===== src/rtl/skrt_pkg.sv =====
// Shared constants, codes and types of the sorted keyed record table.
`timescale 1ns / 1ps

package skrt_pkg;

    // Table size and result limits.
    localparam int CAPACITY     = 16;
    localparam int RESULT_LIMIT = 16;
    localparam int CNT_W        = $clog2(CAPACITY + 1);

    // Field widths.
    localparam int FUNC_W   = 3;
    localparam int KEY_W    = 16;
    localparam int IQTY_W   = 21;
    localparam int IPRICE_W = 24;
    localparam int STATUS_W = 3;
    localparam int QTY_W    = 20;
    localparam int PRICE_W  = 23;
    localparam int ENTRY_W  = 5;
    localparam int TQ_W     = 24;
    localparam int TV_W     = 48;
    localparam int PROD_W   = QTY_W + PRICE_W;

    // Request codes.
    localparam logic [FUNC_W-1:0] FUNC_INSERT = 3'd0;
    localparam logic [FUNC_W-1:0] FUNC_LOOKUP = 3'd1;
    localparam logic [FUNC_W-1:0] FUNC_EDIT   = 3'd2;
    localparam logic [FUNC_W-1:0] FUNC_DELETE = 3'd3;
    localparam logic [FUNC_W-1:0] FUNC_TOTALS = 3'd4;
    localparam logic [FUNC_W-1:0] FUNC_LIST   = 3'd5;

    // Status codes.
    localparam logic [STATUS_W-1:0] ST_OK        = 3'd0;
    localparam logic [STATUS_W-1:0] ST_FULL      = 3'd1;
    localparam logic [STATUS_W-1:0] ST_DUPLICATE = 3'd2;
    localparam logic [STATUS_W-1:0] ST_NOT_FOUND = 3'd3;
    localparam logic [STATUS_W-1:0] ST_INVALID   = 3'd4;
    localparam logic [STATUS_W-1:0] ST_EMPTY     = 3'd5;

    // Commands broadcast to every cell.
    localparam logic [2:0] CELL_HOLD   = 3'd0;
    localparam logic [2:0] CELL_INSERT = 3'd1;
    localparam logic [2:0] CELL_EDIT   = 3'd2;
    localparam logic [2:0] CELL_DELETE = 3'd3;
    localparam logic [2:0] CELL_ROTATE = 3'd4;

    // One stored record.
    typedef struct packed {
        logic [KEY_W-1:0]   key;
        logic [QTY_W-1:0]   qty;
        logic [PRICE_W-1:0] price;
    } t_rec;

    // Command word seen by all cells.
    typedef struct packed {
        logic [2:0] op;
        t_rec       rec;
    } t_cell_cmd;

    // Compare results reported by a cell.
    typedef struct packed {
        logic eq;      // holds the command key
        logic gt;      // holds a key above the command key
        logic ins_ge;  // empty or above: new record goes here or to the left
    } t_cell_flag;

endpackage


===== src/rtl/skrt_cell.sv =====
// One slot of the record chain: holds a record and trades it with its neighbors.
`timescale 1ns / 1ps

module skrt_cell
    import skrt_pkg::*;
(
    input  logic       i_clk,
    input  t_cell_cmd  i_cmd,
    input  logic       i_valid,    // slot lies inside the held range
    input  logic       i_tail,     // slot is the last held one
    input  logic       i_left_ge,  // left neighbor's insert flag
    input  t_rec       i_left,
    input  t_rec       i_right,
    input  t_rec       i_wrap,     // record of the first slot, for rotation
    output t_rec       o_rec,
    output t_cell_flag o_flag
);

    t_rec r_rec;
    t_rec n_rec;

    // Key compares against the broadcast key.
    always_comb begin
        o_flag.eq     = i_valid && (r_rec.key == i_cmd.rec.key);
        o_flag.gt     = i_valid && (r_rec.key > i_cmd.rec.key);
        o_flag.ins_ge = !i_valid || (r_rec.key > i_cmd.rec.key);
    end

    // Next content of the slot.
    always_comb begin
        n_rec = r_rec;
        unique case (i_cmd.op)
            CELL_INSERT: begin
                if (i_left_ge) begin
                    n_rec = i_left;
                end else if (o_flag.ins_ge) begin
                    n_rec = i_cmd.rec;
                end
            end
            CELL_EDIT: begin
                if (o_flag.eq) begin
                    n_rec.qty   = i_cmd.rec.qty;
                    n_rec.price = i_cmd.rec.price;
                end
            end
            CELL_DELETE: begin
                if (o_flag.eq || o_flag.gt) begin
                    n_rec = i_right;
                end
            end
            CELL_ROTATE: begin
                if (i_valid) begin
                    n_rec = i_tail ? i_wrap : i_right;
                end
            end
            default: n_rec = r_rec;
        endcase
    end

    always_ff @(posedge i_clk) begin
        r_rec <= n_rec;
    end

    assign o_rec = r_rec;

endmodule


===== config.mk =====
export PLATFORM = sky130hd
export DESIGN_NAME = skrt_cell
export DESIGN_NICKNAME = d
export VERILOG_FILES = /design/src/rtl/skrt_pkg.sv /design/src/rtl/skrt_cell.sv
export SDC_FILE = /design/constraint.sdc
export NUM_CORES = 1
export LEC_CHECK = 0
export ABC_AREA = 1
export BUFFER_PORTS_ARGS = -buffer_cell sky130_fd_sc_hd__buf_4
export CORE_AREA = 3 3 119 121
export CTS_CLUSTER_SIZE = 40
export DETAILED_ROUTE_END_ITERATION = 8
export DIE_AREA = 0 0 122 124
export GPL_TIMING_DRIVEN = 0
export PLACE_DENSITY = 0.74
export SYNTH_ARGS = -nofsm -noshare
export SYNTH_HDL_FRONTEND = slang
export SYNTH_SLANG_ARGS = --single-unit

===== constraint.sdc =====
create_clock -name i_clk -period 4.4 [get_ports i_clk]
set_clock_uncertainty 0.15 [all_clocks]
set_input_delay 0.44 -clock i_clk [delete_from_list [all_inputs] [get_ports i_clk]]
set_output_delay 0.44 -clock i_clk [all_outputs]
set_load 0.02 [all_outputs]

# [After elaboration in Yosys (flattened, before gate mapping)]
# Index checks and enable logic that the tools add are counted.
[totals] elab_cells=30 in_bits=243 register_bits=59
[classes] eq_ne=9 n_lt_le_gt_ge=1 muxes=8 n_reduce_logical=9
[op_table] op="59-bit 2-to-1 mux" count=5
[op_table] op="43-bit one-hot mux with 4 select lines" count=1
[op_table] op="16-bit one-hot mux with 3 select lines" count=1
[op_table] op="43-bit 2-to-1 mux" count=1
[op_table] op="16-bit == test" count=1
[op_table] op="16-bit greater-than comparator" count=1
[op_table] op="3-bit by 2-bit == test with 1-bit output, second input constant" count=2
[op_table] op="2-bit inequality test, second input constant" count=3
[op_table] op="5-bit AND reduction" count=1
[op_table] op="4-bit AND reduction" count=1
[op_table] op="4-bit nonzero test" count=1
[op_table] op="3-bit by 1-bit == test with 1-bit output, second input constant" count=1
[op_table] op="3-bit == test, second input constant" count=1
[op_table] op="3-bit inequality test, second input constant" count=1
[op_table] op="3-bit nonzero test" count=1
[op_table] op="1-bit logical AND" count=2
[op_table] op="1-bit logical OR" count=2
[op_table] op="1-bit zero test" count=1

# [Longest topological paths before layout]
[logic_depth] ltp_word=5 depth_mapped=15 mapped_depth_nobuf=15

# [Worst setup path before layout]
# OpenSTA, ideal clock, no wires.
[synth_timing] path_kind="register to register" from="register r_rec, in the netlist o_rec[58]" to="register r_rec, in the netlist o_rec[0], enable pin" setup_ns=0.444 t_required_ns=3.806 arrival_time_ns=3.629 stages_incl_launch_ff=10 path_buffers=0 setup_slack_ns=0.178 path_cell_list="edfxtp_1 -> ha_1 -> nand2_1 -> nor3_1 -> nand3_1 -> nor2_1 -> nor2_1 -> nand2_1 -> nand2_1 -> nor2_1"
[synth_rtl] element="start: declaration" line_no="skrt_cell.sv:19" source="t_rec r_rec;"
[synth_rtl] element="start signal: assignment" line_no="skrt_cell.sv:61" source="r_rec <= n_rec;"

# [Worst setup path after layout]
[layout_timing] from="register r_rec, in the netlist o_rec[54]" to="register r_rec, in the netlist o_rec[29], enable pin"
[layout_via] elab_chain_cells=5 elab_cells_between_ends=10 cone_classes="1 x order compare; 4 x eq/ne; 5 x reduce/logical"
[layout_rtl] element="16-bit greater-than comparator / 16-bit == test (equally long branches)" line_no="skrt_cell.sv:25, skrt_cell.sv:26, skrt_cell.sv:24"
[layout_rtl] element="1-bit logical AND (on tied branches)" line_no="skrt_cell.sv:25, skrt_cell.sv:24"
[layout_rtl] element="1-bit logical OR" line_no="skrt_cell.sv:47" source="if (o_flag.eq || o_flag.gt) begin"
[layout_rtl] element="2-bit inequality test (no line)"
[layout_rtl] element="5-bit AND reduction (no line) *"
# Mark *: on every way between the ends. The rest lies on a longest branch, timed or not.
# A chain may end at the register's enable or synchronous reset.

==> out/results.txt <==
Status = complete, no violations
Util after Layout = 0.569
DRT Pass-1 Iters = 5
Root Buffer = clkbuf_16
First-pass GRT wire length = 30.5 mm
Slew HR = 0.415
Dpl ws = 1.20 ns
FF-to-FF path depth = 10
Die ar. = 15100 um^2
Min-Delay Path Class = input port to flop
Post-CTS Resized = 0
Syn Nets = 897
HP Start = i_right[43]
CTS sink count = 59
CTS tree = yes
Hold slack = 0.261 ns
GR Layer Usage met2 = 0.459
Post-Syn Area = 4700 um^2
Final cycle utilization of the critical path = 0.682
Worst r2r src = o_rec[54]$_DFFE_PP_
Inserted Clock Buffers = 9
Clock Path Buffers = 2
Diode count = 0
Io pins = 305
Postcts setup bufs = 0
DRC = 0
Area Overhead vs Synth = 59.6%
Setup TNS = 0 ns
Wirelength per Cell = 18.6 um
Tmin final = 3.00 ns
Final #Nets = 1212
Number of flip-flops in the largest register = 59
Vias in the first global route = 5637
Critical path capture point type = flop
Max Clk Rate = 333 MHz
Die Span Y = 124 um
Row cnt = 42
Cell Pwr Density = 267 nW/um^2
FF+latch area = 1770 um^2
Total Wirelength = 21.1 mm
Initial antenna violation count = 0
YS warnings = 0
Min-Delay Path Depth = 2
Hold endpoint = o_rec[43]$_DFFE_PP_
Post-Syn Instances = 638
Routed Antenna Nets = 0
FF+latch count, synth = 59
GR peak layer = met2
Initial drt markers = 457
Congestion Overflow GR = 0
Met3 usage = 0.0663
Worst-skew pair later-pin latency = 0.32 ns
Crit Reg-Reg Endpoint = o_rec[29]$_DFFE_PP_
Setup repair after global routing missed its margin = no
Vias per cell = 5.23
Leakage = 0.00367 uW
DP HPWL = 16.2 mm
H-Tree Level Count = 3
Worst R2R Setup Slack = 1.40 ns
Vias = 5933
Max_cap viols = 0
Multi-input logic area = 2600 um^2
Yosys cell types = 29
Pins over their slew limit = 0
Setup ws final = 1.40 ns
Largest net degree at the start of global routing = 28
Synth area leaders = edfxtp_1 (38%), nand2_1 (22%), a221oi_1 (8.0%)
Slew @ Worst Pin = 0.876 ns
Register area share after synthesis = 0.377
Crit path max fanout = 27
Share of layout cells above drive strength 1 = 0.374
CP required = 4.27 ns
Crit Path Class = flop to flop
Arrival @ worst endpoint = 2.87 ns
Initial Util = 0.356
Maximum vdd drop = 142 uV
Leading area contributor after synthesis = edfxtp_1
Core Region = 13200 um^2
Chip Width = 122 um
Gr usage total = 0.264
# port buffers = 303
Critical Path Source Type = flop
Fin. Hold Viols = 0
Routing usage on met1 = 0.319
Average cell area after synthesis = 7.37 um^2
RePlAce Congestion = 0.880
Clock transition at the registers of the reported paths = 0.05 ns
Yosys top cell area share = 0.377
Fillers = 1301
Setup Viol. Count Final = 0
CTS Hold Buffers Added = 0
-- where the power goes --
part           internal [uW]  switching (uW)
Combinational            297             328
Clock                    433             244
Sequential               682            16.1
-- through the flow --
stage / cell area, um^2 / total power (uW) / std cells
3_3_place_gp: 7190 / 1320 / 1117
6_report: 7500 / 2000 / 1134
2_1_floorplan: 4700 / 995 / 638
5_1_grt: 7500 / 2090 / 1134
4_1_cts: 7500 / 2010 / 1134
3_5_place_dp: 7220 / 1330 / 1118
-- worst max path at each step --
stage                                   start                  end  slack (ns)  cells after the start
after floorplan           o_rec[58]$_DFFE_PP_   o_rec[0]$_DFFE_PP_        0.18                      9
after global placement              i_cmd[59]  o_rec[40]$_DFFE_PP_        -1.0                      5
after detailed placement            i_cmd[59]  o_rec[40]$_DFFE_PP_        1.20                      6
after CTS                 o_rec[54]$_DFFE_PP_  o_rec[54]$_DFFE_PP_        1.44                      9
after global routing      o_rec[54]$_DFFE_PP_  o_rec[55]$_DFFE_PP_        1.19                      9
final                     o_rec[54]$_DFFE_PP_  o_rec[29]$_DFFE_PP_        1.40                     10
-- worst max-delay path, cell delays in order, from the launching register on --
cell	delay [ns]
edfxtp_1	0.39
ha_1	0.34
nand4_1	0.19
nor3_1	0.30
nand3_1	0.12
nor2_1	0.20
nor2_1	0.06
nand2_1	0.07
nand2_1	0.10
nor2_4	0.48
buf_12	0.27
-- cells in the mapped netlist (all sizes together) --
cell type  count
a211o          1
a21o           1
a21oi         62
a221o          9
a221oi        43
buf           19
clkbuf        25
edfxtp        59
ha            16
inv           38
mux2i          5
nand2        272
nand3         12
nand4          1
nor2          11
nor3           3
o211ai        17
o21ai         22
o221ai         5
or2           17
-- layout by cell type (no fill, tap or decap) --
| cell type | count |
|---|---|
| buf_4 | 304 |
| nand2_1 | 272 |
| a21oi_1 | 62 |
| edfxtp_1 | 59 |
| a221oi_1 | 43 |
| inv_1 | 32 |
| clkbuf_1 | 28 |
| o21ai_0 | 17 |
| o211ai_1 | 17 |
| or2_2 | 16 |
| ha_1 | 16 |
| buf_2 | 13 |
| nand3_1 | 11 |
| a221o_1 | 9 |
| clkbuf_16 | 9 |
| inv_2 | 6 |
| nor2_1 | 6 |
| o221ai_1 | 5 |
| mux2i_1 | 5 |
| o21ai_1 | 5 |
| nor2_2 | 4 |
| buf_1 | 4 |
| clkinv_1 | 3 |
| nor3_1 | 2 |
| nand3_2 | 1 |
| or2_1 | 1 |
| a211o_1 | 1 |
| nor3_2 | 1 |
| buf_6 | 1 |
| a21o_1 | 1 |
| nand4_1 | 1 |
| nor2_4 | 1 |
| bufinv_16 | 1 |
| buf_12 | 1 |
-- layer usage --
metal | part of all wire | up-vias | routed length (um)
met4 | 0.023 | 0 | 486
met2 | 0.49 | 335 | 10400
met1 | 0.38 | 2698 | 8070
li1 | - | 2863 | -
met3 | 0.10 | 37 | 2170
met5 | 0 | - | 0
-- area by class of cell --
class / instances / area share
buffer: 44 / 0.0257
clock buffer: 12 / 0.0315
clock inverter: 4 / 0.00550
inverter: 38 / 0.0190
multi-input combinational: 497 / 0.347
sequential: 59 / 0.236
tap: 176 / 0.0294
timing repair buffer: 304 / 0.306
-- kinds of logic (layout without fill, tap and decap cells) --
| group | after synthesis | in the layout | share of synthesized area |
|---|---|---|---|
| simple gates | 316 | 316 | 0.270 |
| compound gates | 160 | 160 | 0.229 |
| buf+inv | 82 | 402 | 0.0714 |
| flops | 59 | 59 | 0.377 |
| fa+ha+maj | 16 | 16 | 0.0426 |
| mux | 5 | 5 | 0.0107 |
Note: power is estimated with default switching activity, not from simulation.
